==> config.mk <==
export PLATFORM = sky130hd
export DESIGN_NAME = peak_vector_magnitude_hold
export DESIGN_NICKNAME = d
export VERILOG_FILES = /design/src/design/pvmh_pkg.sv /design/src/design/peak_vector_magnitude_hold.sv
export SDC_FILE = /design/constraint.sdc
export NUM_CORES = 1
export LEC_CHECK = 0
export ABC_CLOCK_PERIOD_IN_PS = 10800
export BUFFER_PORTS_ARGS = -buffer_cell sky130_fd_sc_hd__buf_2
export CAP_MARGIN = 15
export CORE_ASPECT_RATIO = 1.2
export CORE_MARGIN = 10
export CORE_UTILIZATION = 24
export DETAILED_ROUTE_END_ITERATION = 8
export SLEW_MARGIN = 20
export SYNTH_ARGS = -nofsm -noshare
export SYNTH_HDL_FRONTEND = slang
export SYNTH_SLANG_ARGS = --single-unit
==> constraint.sdc <==
create_clock -name clk -period 10.8 [get_ports clk]
set_input_delay 1.08 -clock clk [delete_from_list [all_inputs] [get_ports clk]]
set_output_delay 1.08 -clock clk [all_outputs]
set_load 0.05 [all_outputs]
==> src/design/pvmh_pkg.sv <==
// Shared types and constants for the three-axis magnitude peak hold.
package pvmh_pkg;

  localparam int unsigned SAMPLE_BITS_DEF = 16;
  localparam int unsigned SQ_W            = 32;
  localparam int unsigned OUT_W           = 16;
  localparam int unsigned ROOT_STEPS      = SQ_W / 2;

  localparam logic REQ_SAMPLE = 1'b0;
  localparam logic REQ_READ   = 1'b1;

  typedef enum logic [2:0] {
    S_IDLE,
    S_MUL,
    S_ACC,
    S_CMP,
    S_ROOT,
    S_DONE
  } state_t;

endpackage

==> src/design/peak_vector_magnitude_hold.sv <==
// Peak hold of squared three-axis magnitude with iterative square root on read.
// Sample word: three multiply and accumulate steps, then a compare, before ready returns.
// Read word: the result follows the 16 restoring root steps through one shared
// subtractor; it waits longer if the output register is still full.
// One word in flight at a time; the result register lets the next word in meanwhile.
// Synchronous active-low reset clears the held peak, the sequencer and the output valid.
module peak_vector_magnitude_hold #(
  parameter int unsigned SAMPLE_BITS = pvmh_pkg::SAMPLE_BITS_DEF
) (
  input  logic clk,
  input  logic rst_n,
  input  logic in_tvalid,
  output logic in_tready,
  // accel_x, accel_y, accel_z from the lowest bit up, zero padded to whole bytes
  input  logic [((3*SAMPLE_BITS+7)/8)*8-1:0] in_tdata,
  // req_type
  input  logic in_tuser,
  output logic out_tvalid,
  input  logic out_tready,
  // peak_magnitude
  output logic [pvmh_pkg::OUT_W-1:0] out_tdata
);
  import pvmh_pkg::*;

  localparam int unsigned SB    = SAMPLE_BITS;
  localparam int unsigned PROD_W = 2 * SB;
  localparam int unsigned SUM_W = 2 * SB + 2;

  state_t              state_r, state_nxt;
  logic [3*SB-1:0]     samp_r, samp_nxt;
  logic [1:0]          ax_r, ax_nxt;
  logic [PROD_W-1:0]   prod_r, prod_nxt;
  logic [SUM_W-1:0]    sum_r, sum_nxt;
  logic [SQ_W-1:0]     peak_r, peak_nxt;
  logic [SQ_W-1:0]     rem_r, rem_nxt;
  logic [SQ_W-1:0]     root_r, root_nxt;
  logic [SQ_W-1:0]     bit_r, bit_nxt;
  logic                out_valid_r, out_valid_nxt;
  logic [OUT_W-1:0]    out_data_r, out_data_nxt;

  logic [SB-1:0]       axis_raw;
  logic [SB-1:0]       axis_mag;
  logic [63:0]         sum_ext;
  logic [SQ_W-1:0]     sum_sat;
  logic [SQ_W-1:0]     trial;
  logic                in_acc;

  assign in_tready  = (state_r == S_IDLE);
  assign in_acc     = in_tvalid && in_tready;
  assign out_tvalid = out_valid_r;
  assign out_tdata  = out_data_r;

  // shared unit: magnitude of the selected axis
  assign axis_raw = samp_r[ax_r*SB +: SB];
  assign axis_mag = axis_raw[SB-1] ? SB'(~axis_raw + 1'b1) : axis_raw;

  // clamp the sum of squares to 32 bits
  assign sum_ext = 64'(sum_r);
  assign sum_sat = (|sum_ext[63:SQ_W]) ? '1 : sum_ext[SQ_W-1:0];

  assign trial = root_r + bit_r;

  always_comb begin
    state_nxt     = state_r;
    samp_nxt      = samp_r;
    ax_nxt        = ax_r;
    prod_nxt      = prod_r;
    sum_nxt       = sum_r;
    peak_nxt      = peak_r;
    rem_nxt       = rem_r;
    root_nxt      = root_r;
    bit_nxt       = bit_r;
    out_valid_nxt = out_valid_r && !out_tready;
    out_data_nxt  = out_data_r;

    case (state_r)
      S_IDLE: begin
        if (in_acc) begin
          if (in_tuser == REQ_READ) begin
            rem_nxt   = peak_r;
            root_nxt  = '0;
            bit_nxt   = SQ_W'(1) << (SQ_W - 2);
            peak_nxt  = '0;
            state_nxt = S_ROOT;
          end else begin
            samp_nxt  = in_tdata[3*SB-1:0];
            ax_nxt    = 2'd0;
            sum_nxt   = '0;
            state_nxt = S_MUL;
          end
        end
      end
      S_MUL: begin
        prod_nxt  = PROD_W'(axis_mag) * PROD_W'(axis_mag);
        state_nxt = S_ACC;
      end
      S_ACC: begin
        sum_nxt = sum_r + SUM_W'(prod_r);
        if (ax_r == 2'd2) begin
          state_nxt = S_CMP;
        end else begin
          ax_nxt    = ax_r + 2'd1;
          state_nxt = S_MUL;
        end
      end
      S_CMP: begin
        // keep the peak on an equal value
        if (sum_sat > peak_r) begin
          peak_nxt = sum_sat;
        end
        state_nxt = S_IDLE;
      end
      S_ROOT: begin
        if (rem_r >= trial) begin
          rem_nxt  = rem_r - trial;
          root_nxt = (root_r >> 1) + bit_r;
        end else begin
          root_nxt = root_r >> 1;
        end
        bit_nxt = bit_r >> 2;
        if (bit_r[0]) begin
          state_nxt = S_DONE;
        end
      end
      S_DONE: begin
        // hold until the output register is free
        if (!out_valid_r || out_tready) begin
          out_valid_nxt = 1'b1;
          out_data_nxt  = root_r[OUT_W-1:0];
          state_nxt     = S_IDLE;
        end
      end
      default: begin
        state_nxt = S_IDLE;
      end
    endcase
  end

  always_ff @(posedge clk) begin
    if (!rst_n) begin
      state_r     <= S_IDLE;
      peak_r      <= '0;
      out_valid_r <= 1'b0;
    end else begin
      state_r     <= state_nxt;
      peak_r      <= peak_nxt;
      out_valid_r <= out_valid_nxt;
    end
  end

  always_ff @(posedge clk) begin
    samp_r     <= samp_nxt;
    ax_r       <= ax_nxt;
    prod_r     <= prod_nxt;
    sum_r      <= sum_nxt;
    rem_r      <= rem_nxt;
    root_r     <= root_nxt;
    bit_r      <= bit_nxt;
    out_data_r <= out_data_nxt;
  end

`ifndef SYNTHESIS
  a_read_clears: assert property (@(posedge clk) disable iff (!rst_n)
    (in_tvalid && in_tready && in_tuser == REQ_READ) |=> (peak_r == '0))
    else $error("peak not cleared after read");

  a_peak_monotone: assert property (@(posedge clk) disable iff (!rst_n)
    !(in_tvalid && in_tready && in_tuser == REQ_READ) |=> (peak_r >= $past(peak_r)))
    else $error("peak fell without a read");

  a_root_bit: assert property (@(posedge clk) disable iff (!rst_n)
    (state_r == S_ROOT) |-> $onehot(bit_r))
    else $error("root step bit not one-hot");

  a_root_fits: assert property (@(posedge clk) disable iff (!rst_n)
    (state_r == S_DONE) |-> (root_r[SQ_W-1:OUT_W] == '0))
    else $error("root exceeds output width");
`endif

endmodule
==> flow_summary_export.csv <==
group,metric,value,unit
outcome,status,"finished, final reports clean",
sta,tightest_slew,1180,ps
sta,rsz0062_at_grt,"no",
setup_path,crit_buf_inv,6,
logic_synthesis,synth_top_cells_by_count,"inv_1, ha_1, edfxtp_1, nor2_1, nand2_1",
cts,numClockSinks,247,
setup_path,crit_top_cell,"fa_1",
floorplanning,start_util,0.241,
sta,finalCriticalPeriod,8990,ps
setup_path,crit_required,11120,ps
cts,clockRootBuffer,"clkbuf_16",
sta,slew_violations,0,
routing,drtIter0Drc,830,
logic_synthesis,yosysWarnings,0,
global_routing,grt-ovfl-total,0,
sta,period_share,0.832,
sta,skew,25.1,ps
floorplanning,dieWidth,300,um
global_routing,grt_pass1_vias,16400,
setup_path,startpoint_type,"flop",
setup_path,slowest_stage,"edfxtp_1",
logic_synthesis,synth_area_leaders,"edfxtp_1, fa_1, ha_1",
cts,cts_tree,"built",
global_routing,grt_max_degree,63,
logic_synthesis,ys_ff_latch,247,
logic_synthesis,yosys.area.top_type,"edfxtp_1",
cts,post_cts_resized,0,
logic_synthesis,ys_types,99,
cts,clockBufferDepth,3,
sta,max_freq,0.111,GHz
layout,multi_input_area,14000,um^2
sta,finalSetupViolations,0,
global_routing,antenna_found_initial,0,
floorplanning,die_y,356,um
routing,wl,48.5,mm
floorplanning,ioPinCount,71,
cts,clk_latency,590,ps
worst_hold_path,min_path_type,"reg -> reg",
layout,regArea,7060,um^2
layout,n_antenna_cell,0,
routing,detail-route-antenna-nets,0,
placed_design,io_buffers,70,
logic_synthesis,yosysTopAreaCellShare,0.281,
logic_synthesis,synthCells,2298,
logic_synthesis,ys_seq_area_frac,0.313,
sta,tns,0,ps
routing,wl_per_cell,13.3,um
cts,cts-hold-fix-buffers,0,
routing,post_drt_via_cell_ratio,4.38,
global_routing,grt_pass1_wl,81.2,mm
floorplanning,core_area,93400,um^2
layout,drive_above_1_share,0.0905,
layout,area_delta_synth_final,12.6,%
setup_path,worst-path-max-fanout,20,
routing,vias,15900,
floorplanning,die_area,107000,um^2
cts,htree_levels,1,
sta,relSlewSlack,0.214,
placed_design,globalplace.congestion,0.863,
layout,nets,2809,
logic_synthesis,ys_dominant_reg_cell,"edfxtp_1",
setup_path,cp-end-kind,"flop",
logic_synthesis,synth_most_common_cell,"inv_1",
setup_path,crit_family,"adder cells",
global_routing,grt_usage,0.0900,
floorplanning,rows,123,
logic_synthesis,syn-cell-area,22500,um^2
logic_synthesis,async_reset_ff_frac,0,
run,maxCapViolCount,0,
placed_design,dpl.hpwl,38.7,mm
routing,drc,0,
setup_path,cp.arrival,9310,ps
setup_path,critPathKind,"reg -> reg",
layout,n_fill_cell,9896,
cts,cts_setup_buffers,0,
logic_synthesis,synth_edf_count,211,
setup_path,cpPeakStageDelay,950,ps
logic_synthesis,syn_area_per_cell,9.80,um^2
cts,clk_transition_reported_paths,60,ps
routing,dr.pass1.iters,5,
cts,cts_made_buffers,28,
sta,finalHoldViolCount,0,
==> final cells by class <==
type | instances | area share
multi-input combinational | 1671 | 0.553
tap | 1250 | 0.0616
clock inverter | 15 | 0.00937
clock buffer | 37 | 0.0309
sequential | 247 | 0.278
inverter | 332 | 0.0491
timing repair buffer | 84 | 0.0179
==> final timing paths <==
| check | from | to | slack, ps | depth (start not counted) |
|---|---|---|---|---|
| hold reg to reg | peak_r[2] | peak_r[2] | 470 | 1 |
| setup reg to reg | ax_r[0] | prod_r[30] | 1810 | 28 |
| setup / recovery | ax_r[0] | prod_r[30] | 1810 | 28 |
| hold / removal | peak_r[2] | peak_r[2] | 470 | 1 |
==> layout by cell type, fill, tap and decap left out, drive strengths merged, types with 6 or more instances in the layout <==
| cell type | netlist | final |
|---|---|---|
| nand2b | 15 | 15 |
| mux2i | 18 | 18 |
| and2 | 9 | 9 |
| o31ai | 12 | 12 |
| clkinv | 2 | 10 |
| nand2 | 193 | 193 |
| o211ai | 13 | 13 |
| nor2b | 12 | 12 |
| nand4 | 23 | 23 |
| nor2 | 211 | 211 |
| ha | 228 | 228 |
| a31oi | 34 | 34 |
| a21oi | 130 | 130 |
| xor2 | 69 | 69 |
| edfxtp | 211 | 211 |
| o21ai | 108 | 108 |
| a31o | 8 | 8 |
| nand3 | 27 | 27 |
| clkbuf | 39 | 37 |
| buf | 18 | 84 |
| o41ai | 6 | 6 |
| or2 | 6 | 6 |
| and3 | 25 | 25 |
| a21o | 65 | 65 |
| inv | 330 | 331 |
| or3 | 6 | 6 |
| nor3 | 25 | 25 |
| fa | 164 | 164 |
| o2bb2ai | 40 | 40 |
| o21bai | 26 | 26 |
| dfxtp | 36 | 36 |
| o21a | 10 | 10 |
| conb | 2 | 11 |
| xnor2 | 88 | 88 |
| a211oi | 23 | 23 |
==> worst reg2reg max path: cells and delay by family (launching register included) <==
kind                       cells  cell delay (ps)
adders and majority gates      8             3690
AOI/OAI and AO/OA              9             2250
DFF                            1              950
and+or+nand+nor                3              720
xor gates and xnor gates       2              630
buffers and inverters          6              520
==> cells by family after synthesis <==
kind of cell	Yosys count	synth area share
other	2	0.000333
and+or+nand+nor	568	0.113
AOI/OAI and AO/OA	524	0.162
muxes	19	0.00850
adders and majority gates	392	0.272
DFF	247	0.313
buffers and inverters	389	0.0667
xor gates and xnor gates	157	0.0639
==> routing by layer <==
layer | vias to the layer above | routed length, um | GRT usage
li1 | 8083 | - | -
met1 | 7519 | 22600 | 0.116
met2 | 259 | 22800 | 0.154
met3 | 61 | 2010 | 0.0139
met4 | 0 | 1190 | 0.0235
met5 | - | 0 | 0
==> metrics by stage <==
stage / area (um^2) / worst slack, ps / instances / utilization / hold slack (ps)
floorplan: 22600 / 3040 / 2307 / - / 432
global placement: 24400 / 1930 / 3584 / 0.261 / 448
detailed placement: 24400 / 1770 / 3584 / 0.261 / 448
CTS: 25400 / 1730 / 3636 / 0.272 / 467
global route: 25400 / 1190 / 3636 / 0.272 / 487
finish: 25400 / 1810 / 3636 / 0.272 / 466
==> sequential cells by signal, summed over array words and instances, names as in the netlist <==
register	cells
out_tdata	16
rem_r	32
peak_r	32
samp_r	48
bit_r	16
sum_r	34
root_r	32
ax_r	2
state_r	3
prod_r	31
out_tvalid	1
Power is left out: the tool's default activity adds up to more than one toggle a clock period on the data nets, which glitch-free logic cannot reach.
